File: config.mk
export PLATFORM = sky130hd
export DESIGN_NAME = psa_controller
export DESIGN_NICKNAME = d
export VERILOG_FILES = /design/src/psa_pkg.sv /design/src/psa_controller.sv
export SDC_FILE = /design/constraint.sdc
export NUM_CORES = 1
export LEC_CHECK = 0
export BUFFER_PORTS_ARGS = -buffer_cell sky130_fd_sc_hd__buf_4
export CAP_MARGIN = 20
export CORE_AREA = 2 2 39 41
export CTS_CLUSTER_DIAMETER = 200
export DETAILED_ROUTE_END_ITERATION = 10
export DIE_AREA = 0 0 41 43
export GPL_ROUTABILITY_DRIVEN = 0
export PLACE_DENSITY = 0.68
export SYNTH_ARGS = -nofsm -noshare
export SYNTH_HDL_FRONTEND = slang
export SYNTH_SLANG_ARGS = --single-unit
export TNS_END_PERCENT = 5
File: constraint.sdc
create_clock -name clk -period 1.85 [get_ports clk]
set_input_delay 0.0925 -clock clk [delete_from_list [all_inputs] [get_ports clk]]
set_output_delay 0.0925 -clock clk [all_outputs]
set_load 0.03 [all_outputs]
File: src/psa_pkg.sv
// ============================================================================
// psa_pkg
// Shared types and constants for the postfix stack ALU.
// ============================================================================
`default_nettype none

package psa_pkg;

    localparam int VALUE_W         = 32;
    localparam int OP_W            = 3;
    localparam int IDX_W           = 10;
    localparam int STATUS_W        = 3;
    localparam int COUNT_OUT_W     = 11;
    localparam int STACK_DEPTH_DEF = 1024;

    typedef enum logic [OP_W-1:0] {
        OP_PUSH     = 3'd0,
        OP_POP      = 3'd1,
        OP_PEEK_TOP = 3'd2,
        OP_PEEK_BOT = 3'd3,
        OP_ADD      = 3'd4,
        OP_SUB      = 3'd5,
        OP_MUL      = 3'd6,
        OP_DIV      = 3'd7
    } op_t;

    typedef enum logic [STATUS_W-1:0] {
        ST_OK      = 3'd0,
        ST_FEW     = 3'd1,
        ST_FULL    = 3'd2,
        ST_RANGE   = 3'd3,
        ST_DIVZERO = 3'd4
    } status_t;

    typedef struct packed {
        logic load;
        logic fail;
        logic push;
        logic rd_first;
        logic finish_read;
        logic rd_left;
        logic take_left;
        logic alu;
        logic div_start;
        logic div_zero;
        logic write_back;
    } cmd_t;

    typedef struct packed {
        logic err;
        logic is_push;
        logic is_read;
        logic is_div;
        logic divisor_zero;
        logic div_done;
    } dp_status_t;

endpackage

`default_nettype wire

File: src/psa_controller.sv
// ============================================================================
// psa_controller
// Request sequencer: check, memory reads, execute, divide wait, write back.
// ============================================================================
`default_nettype none

module psa_controller (
    input  wire logic                clk,
    input  wire logic                rst_n,
    input  wire logic                start,
    input  wire psa_pkg::dp_status_t st,
    output psa_pkg::cmd_t            cmd,
    output logic                     busy,
    output logic                     done
);

    typedef enum logic [7:0] {
        S_IDLE  = 8'b0000_0001,
        S_CHECK = 8'b0000_0010,
        S_RD1   = 8'b0000_0100,
        S_RD2   = 8'b0000_1000,
        S_EXEC  = 8'b0001_0000,
        S_DIV   = 8'b0010_0000,
        S_WB    = 8'b0100_0000,
        S_DONE  = 8'b1000_0000
    } state_t;

    state_t state_reg;
    state_t state_next;

    always_comb
    begin
        state_next = state_reg;
        cmd        = '0;
        unique case (state_reg)
            S_IDLE:
            begin
                if (start)
                begin
                    cmd.load   = 1'b1;
                    state_next = S_CHECK;
                end
            end
            S_CHECK:
            begin
                if (st.err)
                begin
                    cmd.fail   = 1'b1;
                    state_next = S_DONE;
                end
                else if (st.is_push)
                begin
                    cmd.push   = 1'b1;
                    state_next = S_DONE;
                end
                else
                begin
                    cmd.rd_first = 1'b1;
                    state_next   = S_RD1;
                end
            end
            S_RD1:
            begin
                if (st.is_read)
                begin
                    cmd.finish_read = 1'b1;
                    state_next      = S_DONE;
                end
                else
                begin
                    cmd.rd_left = 1'b1;
                    state_next  = S_RD2;
                end
            end
            S_RD2:
            begin
                cmd.take_left = 1'b1;
                state_next    = S_EXEC;
            end
            S_EXEC:
            begin
                if (!st.is_div)
                begin
                    cmd.alu    = 1'b1;
                    state_next = S_WB;
                end
                else if (st.divisor_zero)
                begin
                    cmd.div_zero = 1'b1;
                    state_next   = S_DONE;
                end
                else
                begin
                    cmd.div_start = 1'b1;
                    state_next    = S_DIV;
                end
            end
            S_DIV:
            begin
                if (st.div_done)
                begin
                    state_next = S_WB;
                end
            end
            S_WB:
            begin
                cmd.write_back = 1'b1;
                state_next     = S_DONE;
            end
            S_DONE:
            begin
                state_next = S_IDLE;
            end
        endcase
    end

    always_ff @(posedge clk or negedge rst_n)
    begin
        if (!rst_n)
        begin
            state_reg <= S_IDLE;
        end
        else
        begin
            state_reg <= state_next;
        end
    end

    assign busy = state_reg != S_IDLE;
    assign done = state_reg == S_DONE;

endmodule

`default_nettype wire

==> results.ini <==
[floorplanning]
die-area_mm2 = 0.00176
coreArea_mm2 = 0.00138
initial_utilization_pct = 40.2
num_rows = 14
die_w_um = 41
io_pins = 22
die_h_um = 43

[worst_setup_path]
worstPathMaxFanout = 4
startpoint = state_reg[3]
rrSetupSlack_ns = 0.23
critPathCapture = cmd[8]
critPathLaunchType = flop
worstReg2RegEnd = state_reg[1]
path_class = flop to output port
critPathCaptureType = output port
r2r_start = state_reg[3]
crit_arrival_ns = 1.87
rr_worst_depth = 4
required_ns = 1.76

[routing]
drtIter0Drc = 14
ant_nets = 0
finalWirelength_um = 1370
viasPerCell = 5.28
drc = 0
drtPass1Iterations = 3
post_drt_wl_per_cell_um = 12.1
vias = 597

[grt]
grt_max_degree = 9
grt_pass1_wl_um = 2140
overflow = 0
grt_pass1_vias = 544
grt_antenna_before_repair = 0
grtUsageTotal_pct = 18.7

[clock_tree]
postCtsSetupBuffers = 0
path_clk_slew_ns = 0.06
numCtsBuffers = 3
root_buffer = clkbuf_4
tritoncts = done
clk_latency_ns = 0.26
cts_buffer_depth = 2
cts_max_level = 1
cts.sinks = 8

[sta]
clock_skew_ns = 0.00161
setup_viol = 5
slew_violations = 0
fin_crit_sh_pct = 106
setup_tns_ns = -0.264
rsz0062_at_grt = yes
maxClockFrequency_mhz = 510
relSlewSlack_pct = 79.6
worst-slew-pin-transition_ns = 0.305
final_hold_viol_count = 0
setup_ws_ns = -0.112
finalCriticalPeriod_ns = 1.96

[job]
drv_cap = 0

[yosys]
synth_ff_type = dfrtp_1
synth_top_area_cell = dfrtp_1
yosys.area.top_type_share_pct = 31.5
synth_cells = 64
ys_top_cells_by_area = dfrtp_1 (31%), nor2_1 (6.7%), dfstp_2 (4.7%), nor2b_1 (4.5%), nor3b_2 (4.5%)
synth_edf_count = 0
synthTopCellsByCount = nor2_1 (10), dfrtp_1 (7), a21oi_1 (4), inv_1 (4), nor2b_1 (4)
synth_warnings = 0
yosysSeqAreaShare_pct = 36.2
async_reset_ff_share_pct = 100
synth-seq-cells = 8
yosysMostFrequentCell = nor2_1
synth_area_um2 = 557
synth_nets = 73
ys_types = 27
avgSynthCellArea_um2 = 8.70

[final_layout]
diodes = 0
largest_reg_flops = 8
area_growth_pct = 56.6
layout.nets = 107
nFillCells = 119
final_layout_size_suffix_gt1_share_pct = 43.3

[placement]
port_buffers = 21
dp_hpwl_um = 1070
pre_cts_ws_ns = 0.106

[outcome]
violations = setup timing
outcome = finished, violations left

[power]
power-per-cell-area_mw_per_mm2 = 1100
leakage_uw = 0.000400
ir_drop_mv = 0.648

[worst_hold_path]
hp-class = input pin to flop

## per-layer routing
| layer | wire [um] | vias to the layer above | share of wire (%) | global-route usage (%) |
|---|---|---|---|---|
| li1 | - | 296 | - | - |
| met5 | 0 | - | 0 | 0 |
| met1 | 562 | 282 | 41 | 19.9 |
| met4 | 19 | 0 | 1.4 | 6.00 |
| met3 | 65 | 5 | 4.7 | 9.42 |
| met2 | 726 | 14 | 53 | 30.6 |
## area by class of cell
cell class / count / area (um2) / area share [%]
Multi-Input combinational cell: 52 / 377 / 43.2
Timing Repair Buffer: 29 / 233 / 26.7
Sequential cell: 8 / 201 / 23.1
Clock buffer: 4 / 26.3 / 3.01
Tap cell: 16 / 20.0 / 2.30
Inverter: 4 / 15.0 / 1.72
## logic make-up (layout without fill, tap and decap cells)
family,count (synthesis),in the layout,share of synthesized area [%]
AOI/OAI and AO/OA,12,12,13.9
and+or+nand+nor,39,39,45.6
buffers and inverters,4,37,2.70
xor gates and xnor gates,1,1,1.57
DFF,8,8,36.2
## through the flow
| step | cells | area (um2) | total power (uW) | hold slack (ns) | utilization (%) |
|---|---|---|---|---|---|
| 2_1_floorplan | 64 | 564 | 603 | -0.203 | - |
| 3_3_place_gp | 106 | 779 | 748 | -0.0880 | 56.3 |
| 3_5_place_dp | 106 | 779 | 752 | -0.0853 | 56.3 |
| 4_1_cts | 112 | 850 | 946 | 0.00189 | 61.4 |
| 5_1_grt | 113 | 872 | 1030 | 0.0125 | 63.0 |
| 6_report | 113 | 872 | 957 | 0.0210 | 63.0 |
## power breakdown
group,switching [uW],internal [uW]
registers,48.4,217
clock network,64.5,82.8
logic,300,245
## critical path, stage by stage, from the launching register on
cell,delay [ns]
dfrtp_1,0.37
or4_4,0.58
nor3_4,0.19
nand2_2,0.12
nor3b_2,0.18
buf_4,0.18
## worst min path at each step
stage / slack, ns / endpoint / cells past startpoint / startpoint
6_report: 0.02 / state_reg[2] / 2 / st[4]
5_1_grt: 0.01 / state_reg[2] / 2 / st[4]
4_1_cts: 0.002 / state_reg[0] / 2 / start
3_5_place_dp: -0.09 / state_reg[4] / 1 / rst_n
3_3_place_gp: -0.09 / state_reg[4] / 1 / rst_n
2_1_floorplan: -0.20 / state_reg[1] / 0 / rst_n
## placed cells by master (no fill, tap or decap), drive strengths merged
cell type	count
buf	26
nor2	10
dfrtp	7
nor3	5
nor2b	4
inv	4
a21oi	4
clkbuf	4
nand2b	3
dlygate4sd3	3
or4	3
nand2	3
nor3b	3
and3	2
nand3b	2
o211ai	2
o21ai	2
and2	1
nand4	1
nor4	1
xor2	1
o31ai	1
or3	1
o32ai	1
o21bai	1
a32oi	1
dfstp	1
## timing repair
item | in CTS | in global routing
endpoints found under the setup margin | 9 | 12
hold buffers | 2 | 1
resized for setup | 5 | 2
pin swaps | 1 | 1
endpoints found under the hold margin | 9 | 1
Note: power is estimated with default switching activity, not from simulation.
